<file path="config.mk">
export PLATFORM = sky130hd
export DESIGN_NAME = ebs_interp
export DESIGN_NICKNAME = d
export VERILOG_FILES = /design/src/sv/ebs_interp.sv
export SDC_FILE = /design/constraint.sdc
export NUM_CORES = 1
export LEC_CHECK = 0
export BUFFER_PORTS_ARGS = -buffer_cell sky130_fd_sc_hd__buf_2
export CAP_MARGIN = 20
export CORE_MARGIN = 2
export CORE_UTILIZATION = 59
export CTS_CLUSTER_SIZE = 10
export DETAILED_ROUTE_END_ITERATION = 10
export GPL_TIMING_DRIVEN = 0
export PLACE_DENSITY = 0.8
export SETUP_SLACK_MARGIN = 0.02
export SYNTH_ARGS = -nofsm -noshare
export SYNTH_HDL_FRONTEND = slang
export SYNTH_SLANG_ARGS = --single-unit
</file>
<file path="constraint.sdc">
create_clock -name clk -period 6 [get_ports clk]
set_input_delay 1.2 -clock clk [delete_from_list [all_inputs] [get_ports clk]]
set_output_delay 1.2 -clock clk [all_outputs]
set_load 0.01 [all_outputs]
</file>
<file path="src/sv/ebs_interp.sv">
`timescale 1ns / 1ps
`default_nettype none
module ebs_interp #(
    parameter int FB = 8
) (
    input  wire logic          clk,
    input  wire logic          rst_n,
    input  wire logic          in_valid,
    input  wire logic [7:0]    tl,
    input  wire logic [7:0]    tr,
    input  wire logic [7:0]    bl,
    input  wire logic [7:0]    br,
    input  wire logic [FB-1:0] fx,
    input  wire logic [FB-1:0] fy,
    input  wire logic [7:0]    bad_low,
    input  wire logic [8:0]    bad_high,
    output logic               out_valid,
    output logic [15:0]        level,
    output logic               bad
);
    localparam int LW = 8 + FB + 1;
    localparam int VW = LW + FB + 1;

    logic [LW-1:0] left_reg, right_reg, left_next, right_next;
    logic [FB-1:0] fx_reg;
    logic          bad_reg, bad_next, v1_reg;
    logic [VW-1:0] val;
    logic [FB:0]   one, fy_e, fx_e;

    assign one  = {1'b1, {FB{1'b0}}};
    assign fy_e = {1'b0, fy};
    assign fx_e = {1'b0, fx_reg};

    function automatic logic chk(input logic [7:0] p, input logic [7:0] lo, input logic [8:0] hi);
        chk = (p < lo) || ({1'b0, p} >= hi);
    endfunction

    always_comb
    begin
        left_next  = LW'(tl * (one - fy_e)) + LW'(bl * fy_e);
        right_next = LW'(tr * (one - fy_e)) + LW'(br * fy_e);
        bad_next   = chk(tl, bad_low, bad_high) || chk(tr, bad_low, bad_high)
                  || chk(bl, bad_low, bad_high) || chk(br, bad_low, bad_high);
        val = VW'(left_reg * (one - fx_e)) + VW'(right_reg * fx_e);
    end

    always_ff @(posedge clk)
    begin
        left_reg  <= left_next;
        right_reg <= right_next;
        fx_reg    <= fx;
        bad_reg   <= bad_next;
        level     <= 16'(val >> (2 * FB - 8));
        bad       <= bad_reg;
    end

    always_ff @(posedge clk or negedge rst_n)
    begin
        if (!rst_n)
        begin
            v1_reg    <= 1'b0;
            out_valid <= 1'b0;
        end
        else
        begin
            v1_reg    <= in_valid;
            out_valid <= v1_reg;
        end
    end
endmodule
`default_nettype wire

</file>
==> impl_metrics.yaml, run 1 <==
die:
  io-pin-count: 86
  core_area_sq_um: 35400
  initial_core_util_pct: 59.7
  die_w_microns: 193
  num_rows: 69
  die_area_sq_um: 37300
  die_h_microns: 193
sta:
  layout_setup_ws_ns: -0.920
  rsz0062_at_grt: "true"
  worst_pin_slew_ns: 0.769
  drv_slew: 0
  max_slew_margin_pct: 48.7
  setup_viol: 29
  post-route-period-util_pct: 115
  fin_crit_ns: 6.92
  finalHoldViolCount: 0
  fin_skew_ns: 0.0140
  fmaxAchievable_ghz: 0.145
yosys:
  yosys.area.top_type_share_pct: 41.5
  yosys_warnings: 0
  ys_types: 57
  async_reset_ff_share_pct: 3.23
  synth.area.top_cells: "fa_1 (42%), ha_1 (17%), inv_1 (11%)"
  post_synth_instance_area_sq_um: 21100
  yosys.area.top_type: "fa_1"
  syn_inst: 2328
  synthFlopType: "dfxtp_1"
  synth_seq_area_share_pct: 5.92
  synth_edf_count: 0
  syn_nets: 3114
  ys_ff_latch: 62
  syn_area_per_cell_sq_um: 9.07
setup_path:
  start_kind: "primary input"
  cp-end-kind: "flip-flop"
  crit_family: "adder cells"
  rr_worst_depth: 26
  cp_slowest_stage_delay_ns: 0.58
  slowest_stage: "or4_4"
  r2r_setup_slack_ns: -0.39
  crit_chain: "buf_12 > or4_4 > nor4_4 > xnor2_4 > buf_8 > buf_12 > nand2_4 > fa_1 > fa_1 > inv_1 > fa_2 > inv_2 > fa_2 > inv_2 > fa_2 > fa_1 > ha_4 > and2_4 > a311oi_4 > a31oi_4 > or4_1 > nand4_1"
  r2r_end: "level[13]$_DFF_P_"
  path_buf_inv: 6
  worstPathRequired_ns: 6.30
  timing.rr.start: "fx_reg[1]$_DFF_P_"
  cp_max_fo: 4
  critPathKind: "primary input to flip-flop"
  cp.arrival_ns: 7.22
layout:
  diodes: 0
  final_nets: 3287
  final_cells: 2967
  drive_above_1_share_pct: 14.8
  synthToLayoutAreaGrowth_pct: 15.6
clock_tree:
  cts_buffers: 9
  cts.root.buffer_cell: "clkbuf_16"
  clock_sinks: 62
  cts_max_path_buffers: 2
  ctsHoldBuffers: 0
  clk_pin_slew_worst_paths_ns: 0.06
  cts_tree: "yes"
  clkLatencyLatePin_ns: 0.38
  htree_levels: 3
global_routing:
  grt_pass1_vias: 18100
  antenna_found_initial: 1
  grt_overflow: 0
  track_usage_pct: 30.3
  grt_max_degree: 13
  grt_pass1_wl_mm: 89.2
place:
  placed_cells: 2867
  place_hpwl_mm: 44.0
  portBuffers: 78
  gp_congestion: 0.956
hold_path:
  holdPathEnd: "bad$_DFF_P_"
  worst_hold_path_type: "flip-flop to flip-flop"
  hp-start: "bad_reg$_DFF_P_"
  whs_path_depth: 0
run:
  timing.max_cap.violations: 0
status:
  violations: "setup timing"
  status: "finished with violations"
routing:
  first_pass_iters: 5
  drc: 0
  routed_wl_mm: 55.1
  wl_per_cell_microns: 18.6
  postRouteAntennaNets: 0
  avgViaCountPerCell: 5.47
  drt_iter0_markers: 819
  vias: 16200
## Yosys cell counts, drive strengths merged (4+ instances only)
cell type  number
a211o           6
a211oi          9
a21o           18
a21oi          38
a31oi           8
and2          318
and3            4
buf            20
clkbuf         47
dfxtp          60
fa            438
ha            280
inv           605
nand2         257
nand2b          9
nand3           6
nand4           9
nor2           29
nor2b           5
nor3           12
nor4            9
o21a           10
o21ai          22
o21bai          5
o31ai           6
xnor2          45
xor2           19
## repair_timing
action | in CTS | in global routing
pin swaps | 89 | 63
gates resized for setup | 144 | 78
cloned | 0 | 0
setup buffers | 66 | 19
endpoints found under the setup margin | 39 | 35
hold endpoints to repair | 0 | 0
## area by class of cell
type                    instances  area, sq um
clock inverters                 7         97.6
inverters                     605         2280
fillers                      2641        11000
flip-flops and latches         62         1250
repair buffers                162         1160
clock buffers                   9          225
well taps                     461          577
plain buffers                  67          531
multi-input cells            1594        18300
## cells by family after synthesis
family                   after synthesis  share of synthesized area (%)
AO/OA/AOI/OAI                        142                           4.50
XOR/XNOR                              64                           2.65
flip-flops                            62                           5.92
buffers and inverters                672                           12.1
multiplexers                           1                         0.0474
adder cells (fa/ha/maj)              718                           58.1
AND/OR/NAND/NOR                      669                           16.7
## layer usage
layer / GRT usage (%) / part of all wire [%] / vias up
met2: 53.9 / 51 / 594
met4: 15.2 / 5.3 / 2
met5: 0 / 0.020 / -
met3: 3.85 / 6.1 / 173
met1: 36.1 / 38 / 8205
li1: - / - / 7246
## through the flow
stage          area, sq um  setup TNS, ns  setup slack (ns)  hold WS [ns]  utilization [%]
4_1_cts              23900         -11.90            -0.824         0.339             67.6
3_3_place_gp         22500         -45.60             -1.89         0.313             63.4
3_5_place_dp         22500         -49.49             -1.99         0.321             63.4
5_1_grt              24400         -19.54             -1.04         0.343             69.0
2_1_floorplan        21500          -9.70            -0.883         0.310                -
6_report             24400         -14.71            -0.920         0.339             69.0
## worst max path at each step
stage	end	slack [ns]	start	depth (start not counted)
floorplan	right_reg[15]$_DFF_P_	-0.88	fy[4]	21
global placement	right_reg[15]$_DFF_P_	-1.89	fy[0]	23
detailed placement	left_reg[15]$_DFF_P_	-1.99	fy[0]	23
CTS	left_reg[16]$_DFF_P_	-0.82	fy[4]	25
global route	right_reg[15]$_DFF_P_	-1.04	fy[5]	22
finish	right_reg[15]$_DFF_P_	-0.92	fy[5]	22
## layout by cell type (no fill, tap or decap), drive strengths merged, types with 10 or more instances in the layout
master / synthesis / routed
a21o: 18 / 18
nand2: 257 / 257
ha: 280 / 280
buf: 20 / 187
nor2: 29 / 29
o21a: 10 / 10
inv: 605 / 606
xnor2: 45 / 45
and2: 318 / 318
o21ai: 22 / 22
nor3: 12 / 12
fa: 438 / 438
a21oi: 38 / 38
xor2: 19 / 19
dfxtp: 60 / 60
clkbuf: 47 / 51
Power of run 1 is left out: the tool's default activity adds up to more than one toggle a clock period on the data nets, which glitch-free logic cannot reach.
==> run 2: changes to the inputs <==
==> config.mk (replaced) <==
export PLATFORM = sky130hd
export DESIGN_NAME = ebs_interp
export DESIGN_NICKNAME = d
export VERILOG_FILES = /design/src/sv/ebs_interp.sv
export SDC_FILE = /design/constraint.sdc
export NUM_CORES = 1
export LEC_CHECK = 0
export CAP_MARGIN = 20
export CORE_MARGIN = 2
export CORE_UTILIZATION = 60
export CTS_CLUSTER_SIZE = 10
export DETAILED_ROUTE_END_ITERATION = 10
export DONT_BUFFER_PORTS = 1
export GPL_TIMING_DRIVEN = 0
export PLACE_DENSITY = 0.79
export REMOVE_ABC_BUFFERS = 1
export SETUP_SLACK_MARGIN = 0.02
export SYNTH_ARGS = -nofsm -noshare
export SYNTH_HDL_FRONTEND = slang
export SYNTH_SLANG_ARGS = --single-unit
==> impl_metrics.yaml, run 2 (synthesized netlist as in run 1, its figures left out) <==
status:
  status: "finished with violations"
  violations: "setup timing"
setup_path:
  crit_chain: "or4_4 > nor4_4 > xnor2_4 > buf_6 > and2_4 > fa_1 > inv_2 > fa_1 > inv_2 > fa_1 > inv_2 > fa_1 > inv_1 > fa_1 > inv_1 > fa_1 > inv_2 > ha_4 > and3_4 > a21oi_2 > o31ai_1 > a21oi_1 > xnor2_1"
  timing.rr.start: "fx_reg[5]$_DFF_P_"
  cp-end-kind: "flip-flop"
  slowest_stage: "or4_4"
  worstPathRequired_ns: 6.23
  path_common_cell: "fa_1"
  cp-startpoint: "fy[4]"
  cp_slowest_stage_delay_ns: 0.57
  critPathKind: "primary input to flip-flop"
  start_kind: "primary input"
  cp.arrival_ns: 7.06
  cp_max_fo: 19
die:
  die_w_microns: 192
  core_area_sq_um: 34600
  die_area_sq_um: 36700
  die_h_microns: 192
  initial_core_util_pct: 61.0
  io-pin-count: 86
  num_rows: 68
sta:
  post-route-period-util_pct: 114
  fin_crit_ns: 6.83
  setup_viol: 23
  drv_slew: 0
  layout_setup_ws_ns: -0.832
  rsz0062_at_grt: "true"
  fin_hold_ws_ns: 0.337
  fmaxAchievable_ghz: 0.146
  fin_skew_ns: 0.0128
  finalHoldViolCount: 0
  worst_pin_slew_ns: 0.571
  max_slew_margin_pct: 62.0
global_routing:
  track_usage_pct: 30.0
  grt_pass1_vias: 17600
  grt_pass1_wl_mm: 86.0
  grt_overflow: 0
  antenna_found_initial: 1
  grt_max_degree: 33
clock_tree:
  clock_sinks: 62
  cts_buffers: 9
  htree_levels: 3
  cts_tree: "yes"
  ctsHoldBuffers: 0
  cts_max_path_buffers: 2
  clkLatencyLatePin_ns: 0.35
  clk_pin_slew_worst_paths_ns: 0.06
  cts.root.buffer_cell: "clkbuf_16"
layout:
  final_cell_mix: "inv_1 (569), fa_1 (425), and2_1 (307)"
  fill_cells: 2456
  fin_area_sq_um: 23800
  layout_commonest_cell: "inv_1"
  drive_above_1_share_pct: 13.2
  diodes: 0
  final_nets: 3167
  synthToLayoutAreaGrowth_pct: 12.7
routing:
  drt_iter0_markers: 1105
  drc: 0
  postRouteAntennaNets: 0
  avgViaCountPerCell: 5.61
  first_pass_iters: 5
  wl_per_cell_microns: 19.4
  routed_wl_mm: 55.2
  vias: 15900
hold_path:
  worst_hold_path_type: "flip-flop to flip-flop"
  hp-start: "bad_reg$_DFF_P_"
place:
  gp_congestion: 0.934
  place_hpwl_mm: 39.2
  place_area_sq_um: 21500
  portBuffers: 0
run:
  timing.max_cap.violations: 0
run 2: cell count changes in the layout (fill, tap and decap cells not counted), moves of 7 or more:
cell / delta
buf_1: -9
buf_2: -78
clkbuf_1: -22
dfxtp_1: -7
dfxtp_4: +7
ha_1: -7
inv_1: -15
inv_2: +13
run 2: worst paths after layout:
check	to	slack, ns	cells past startpoint
setup / recovery	left_reg[16]$_DFF_P_	-0.83	23
hold / removal	bad$_DFF_P_	0.34	0
setup reg to reg	level[7]$_DFF_P_	-0.10	22
hold reg to reg	bad$_DFF_P_	0.34	0
max in group asynchronous	v1_reg$_DFF_PN0_	5.40	0
min in group asynchronous	out_valid$_DFF_PN0_	0.54	0
run 2: cell type report:
class | instances | area [sq um] | area share [%]
Inverter | 605 | 2280 | 9.58
Tap cell | 455 | 569 | 2.39
Multi-Input combinational cell | 1594 | 18400 | 77.2
Clock buffer | 12 | 246 | 1.04
Timing Repair Buffer | 109 | 1020 | 4.29
Sequential cell | 62 | 1280 | 5.37
Clock inverter | 4 | 23.8 | 0.0999
run 2: timing repair:
item / in CTS / in global routing
gates resized for setup: 141 / 125
endpoints found under the setup margin: 37 / 33
pin swaps: 68 / 128
buffers inserted: 57 / 48
gates cloned: 0 / 0
run 2: metal layers:
layer | track usage (%) | up-vias | wire length (microns)
met1 | 35.4 | 8000 | 20400
li1 | - | 6998 | -
met3 | 5.77 | 203 | 4060
met2 | 53.3 | 731 | 28000
met4 | 13.3 | 0 | 2750
met5 | 0 | - | 0
run 2: worst max-delay path, delay by kind of cell:
family | cells | cell delay (ns)
AND/OR/NAND/NOR | 4 | 1.20
XOR/XNOR | 2 | 0.38
adder cells (fa/ha/maj) | 7 | 3.36
AO/OA/AOI/OAI | 3 | 0.41
buffers and inverters | 7 | 0.47
run 2: per-stage QoR:
| step | utilization (%) | setup TNS [ns] | setup WS [ns] | std cells |
|---|---|---|---|---|
| CTS | 66.3 | -8.57 | -0.838 | 2796 |
| floorplan | - | -15.97 | -1.01 | 2261 |
| detailed placement | 62.2 | -44.16 | -1.96 | 2723 |
| finish | 68.7 | -8.10 | -0.832 | 2841 |
| global route | 68.7 | -11.63 | -0.969 | 2841 |
| global placement | 61.8 | -58.17 | -2.42 | 2716 |
Power of run 2 is left out for the same reason.
==> run 3: changes to the inputs <==
--- a/config.mk
+++ b/config.mk
@@ -7,12 +7,11 @@
 export LEC_CHECK = 0
 export CAP_MARGIN = 20
 export CORE_MARGIN = 2
-export CORE_UTILIZATION = 60
+export CORE_UTILIZATION = 42
 export CTS_CLUSTER_SIZE = 10
 export DETAILED_ROUTE_END_ITERATION = 10
 export DONT_BUFFER_PORTS = 1
 export GPL_TIMING_DRIVEN = 0
-export PLACE_DENSITY = 0.79
 export REMOVE_ABC_BUFFERS = 1
 export SETUP_SLACK_MARGIN = 0.02
 export SYNTH_ARGS = -nofsm -noshare
==> constraint.sdc (replaced) <==
create_clock -name clk -period 7 [get_ports clk]
set_input_delay 1.4 -clock clk [delete_from_list [all_inputs] [get_ports clk]]
set_output_delay 1.4 -clock clk [all_outputs]
set_load 0.01 [all_outputs]
==> impl_metrics.yaml, run 3 (synthesized netlist as in run 1, its figures left out) <==
clock_tree:
  cts.root.buffer_cell: "clkbuf_16"
  clock_sinks: 62
  clkLatencyLatePin_ns: 0.37
  cts_buffers: 9
  cts_tree: "yes"
  ctsHoldBuffers: 0
  htree_levels: 3
  cts_max_path_buffers: 2
  clk_pin_slew_worst_paths_ns: 0.07
global_routing:
  antenna_found_initial: 0
  track_usage_pct: 20.1
  grt_overflow: 0
  grt_pass1_vias: 16700
  grt_pass1_wl_mm: 84.1
  grt_max_degree: 33
layout:
  final_cell_mix: "inv_1 (602), fa_1 (431), and2_1 (314)"
  final_nets: 3099
  fill_cells: 4859
  multi_input_area_sq_um: 17800
  ff_latch_area_sq_um: 1270
  diodes: 0
  synthToLayoutAreaGrowth_pct: 8.06
  layout_commonest_cell: "inv_1"
  drive_above_1_share_pct: 5.78
die:
  io-pin-count: 86
  initial_core_util_pct: 42.4
  die_area_sq_um: 52100
  die_w_microns: 228
  core_area_sq_um: 49900
  num_rows: 82
  die_h_microns: 228
routing:
  drc: 0
  wl_per_cell_microns: 16.5
  routed_wl_mm: 49.4
  avgViaCountPerCell: 4.93
  drt_iter0_markers: 567
  first_pass_iters: 5
  vias: 14700
  postRouteAntennaNets: 0
setup_path:
  cp_max_fo: 19
  cp-end-kind: "flip-flop"
  cp_slowest_stage_delay_ns: 0.57
  r2r_setup_slack_ns: 0.31
  rr_worst_depth: 22
  worstPathRequired_ns: 7.29
  critPathKind: "primary input to flip-flop"
  crit_chain: "or4_4 > buf_4 > nor4_4 > buf_4 > nand2_1 > fa_1 > fa_2 > inv_1 > fa_1 > fa_2 > fa_1 > inv_1 > fa_1 > inv_1 > ha_4 > and2_4 > o21ai_4 > nand3b_1 > a21oi_2 > o31ai_2 > a21oi_2 > xnor2_2"
  slowest_stage: "or4_4"
  cp.arrival_ns: 7.07
  path_common_cell: "fa_1"
  start_kind: "primary input"
hold_path:
  worst_hold_path_type: "flip-flop to flip-flop"
  whs_path_depth: 0
sta:
  setup_viol: 0
  rsz0062_at_grt: "true"
  fin_crit_ns: 6.79
  finalHoldViolCount: 0
  fin_skew_ns: 0.0158
  drv_slew: 0
  fmaxAchievable_ghz: 0.147
  post-route-period-util_pct: 96.9
  layout_setup_ws_ns: 0.214
  worst_pin_slew_ns: 0.819
  max_slew_margin_pct: 45.0
  finalSetupTns_ns: 0
place:
  gp_congestion: 0.890
  place_hpwl_mm: 41.1
  pre_cts_ws_ns: -0.898
  portBuffers: 0
run:
  timing.max_cap.violations: 0
status:
  status: "completed"
-- run 3: cell count changes in the layout (fill, tap and decap cells not counted), moves of 8 or more --
cell and change:
buf_4 -38, inv_1 +33, inv_2 -31, buf_6 -24
ha_1 +17, ha_4 -14, nand2_1 +14, a21oi_1 +10
nand2_4 -8
-- run 3: cell type report --
class / instances / share of cell area, %
multi-input cells: 1594 / 77.9
inverters: 605 / 9.97
flip-flops and latches: 62 / 5.57
well taps: 672 / 3.68
repair buffers: 41 / 1.55
clock buffers: 10 / 1.05
clock inverters: 6 / 0.302
-- run 3: critical path, delay by kind of cell --
family / cells / cell delay, ns
compound gates: 4 / 0.55
xor+xnor: 1 / 0.15
fa+ha+maj: 7 / 3.26
buf+inv: 5 / 0.58
simple gates: 5 / 1.11
-- run 3: final timing paths --
| path | from | end |
|---|---|---|
| worst max-delay path | fy[4] | left_reg[16]$_DFF_P_ |
| worst min-delay path | bad_reg$_DFF_P_ | bad$_DFF_P_ |
| worst max register to register | fx_reg[0]$_DFF_P_ | level[13]$_DFF_P_ |
| worst min register to register | bad_reg$_DFF_P_ | bad$_DFF_P_ |
| max in group asynchronous | rst_n | v1_reg$_DFF_PN0_ |
| min in group asynchronous | rst_n | out_valid$_DFF_PN0_ |
-- run 3: repair_timing --
action,in CTS,in global routing
gates resized for setup,52,32
buffers inserted,16,15
pin swaps,36,23
endpoints found under the setup margin,24,17
-- run 3: layer usage --
| layer | routed length, microns | GRT usage (%) |
|---|---|---|
| met1 | 21900 | 25.6 |
| met2 | 24000 | 35.2 |
| met3 | 2630 | 3.90 |
| met4 | 995 | 5.02 |
| met5 | 0 | 0 |
-- run 3: metrics by stage --
step | cell area, sq um | std cells | hold slack (ns) | utilization [%]
floorplan | 20800 | 2261 | 0.310 | -
global placement | 21700 | 2933 | 0.321 | 43.5
detailed placement | 21800 | 2943 | 0.317 | 43.8
CTS | 22500 | 2975 | 0.334 | 45.2
global route | 22800 | 2990 | 0.339 | 45.8
finish | 22800 | 2990 | 0.333 | 45.8
Power of run 3 is left out for the same reason.
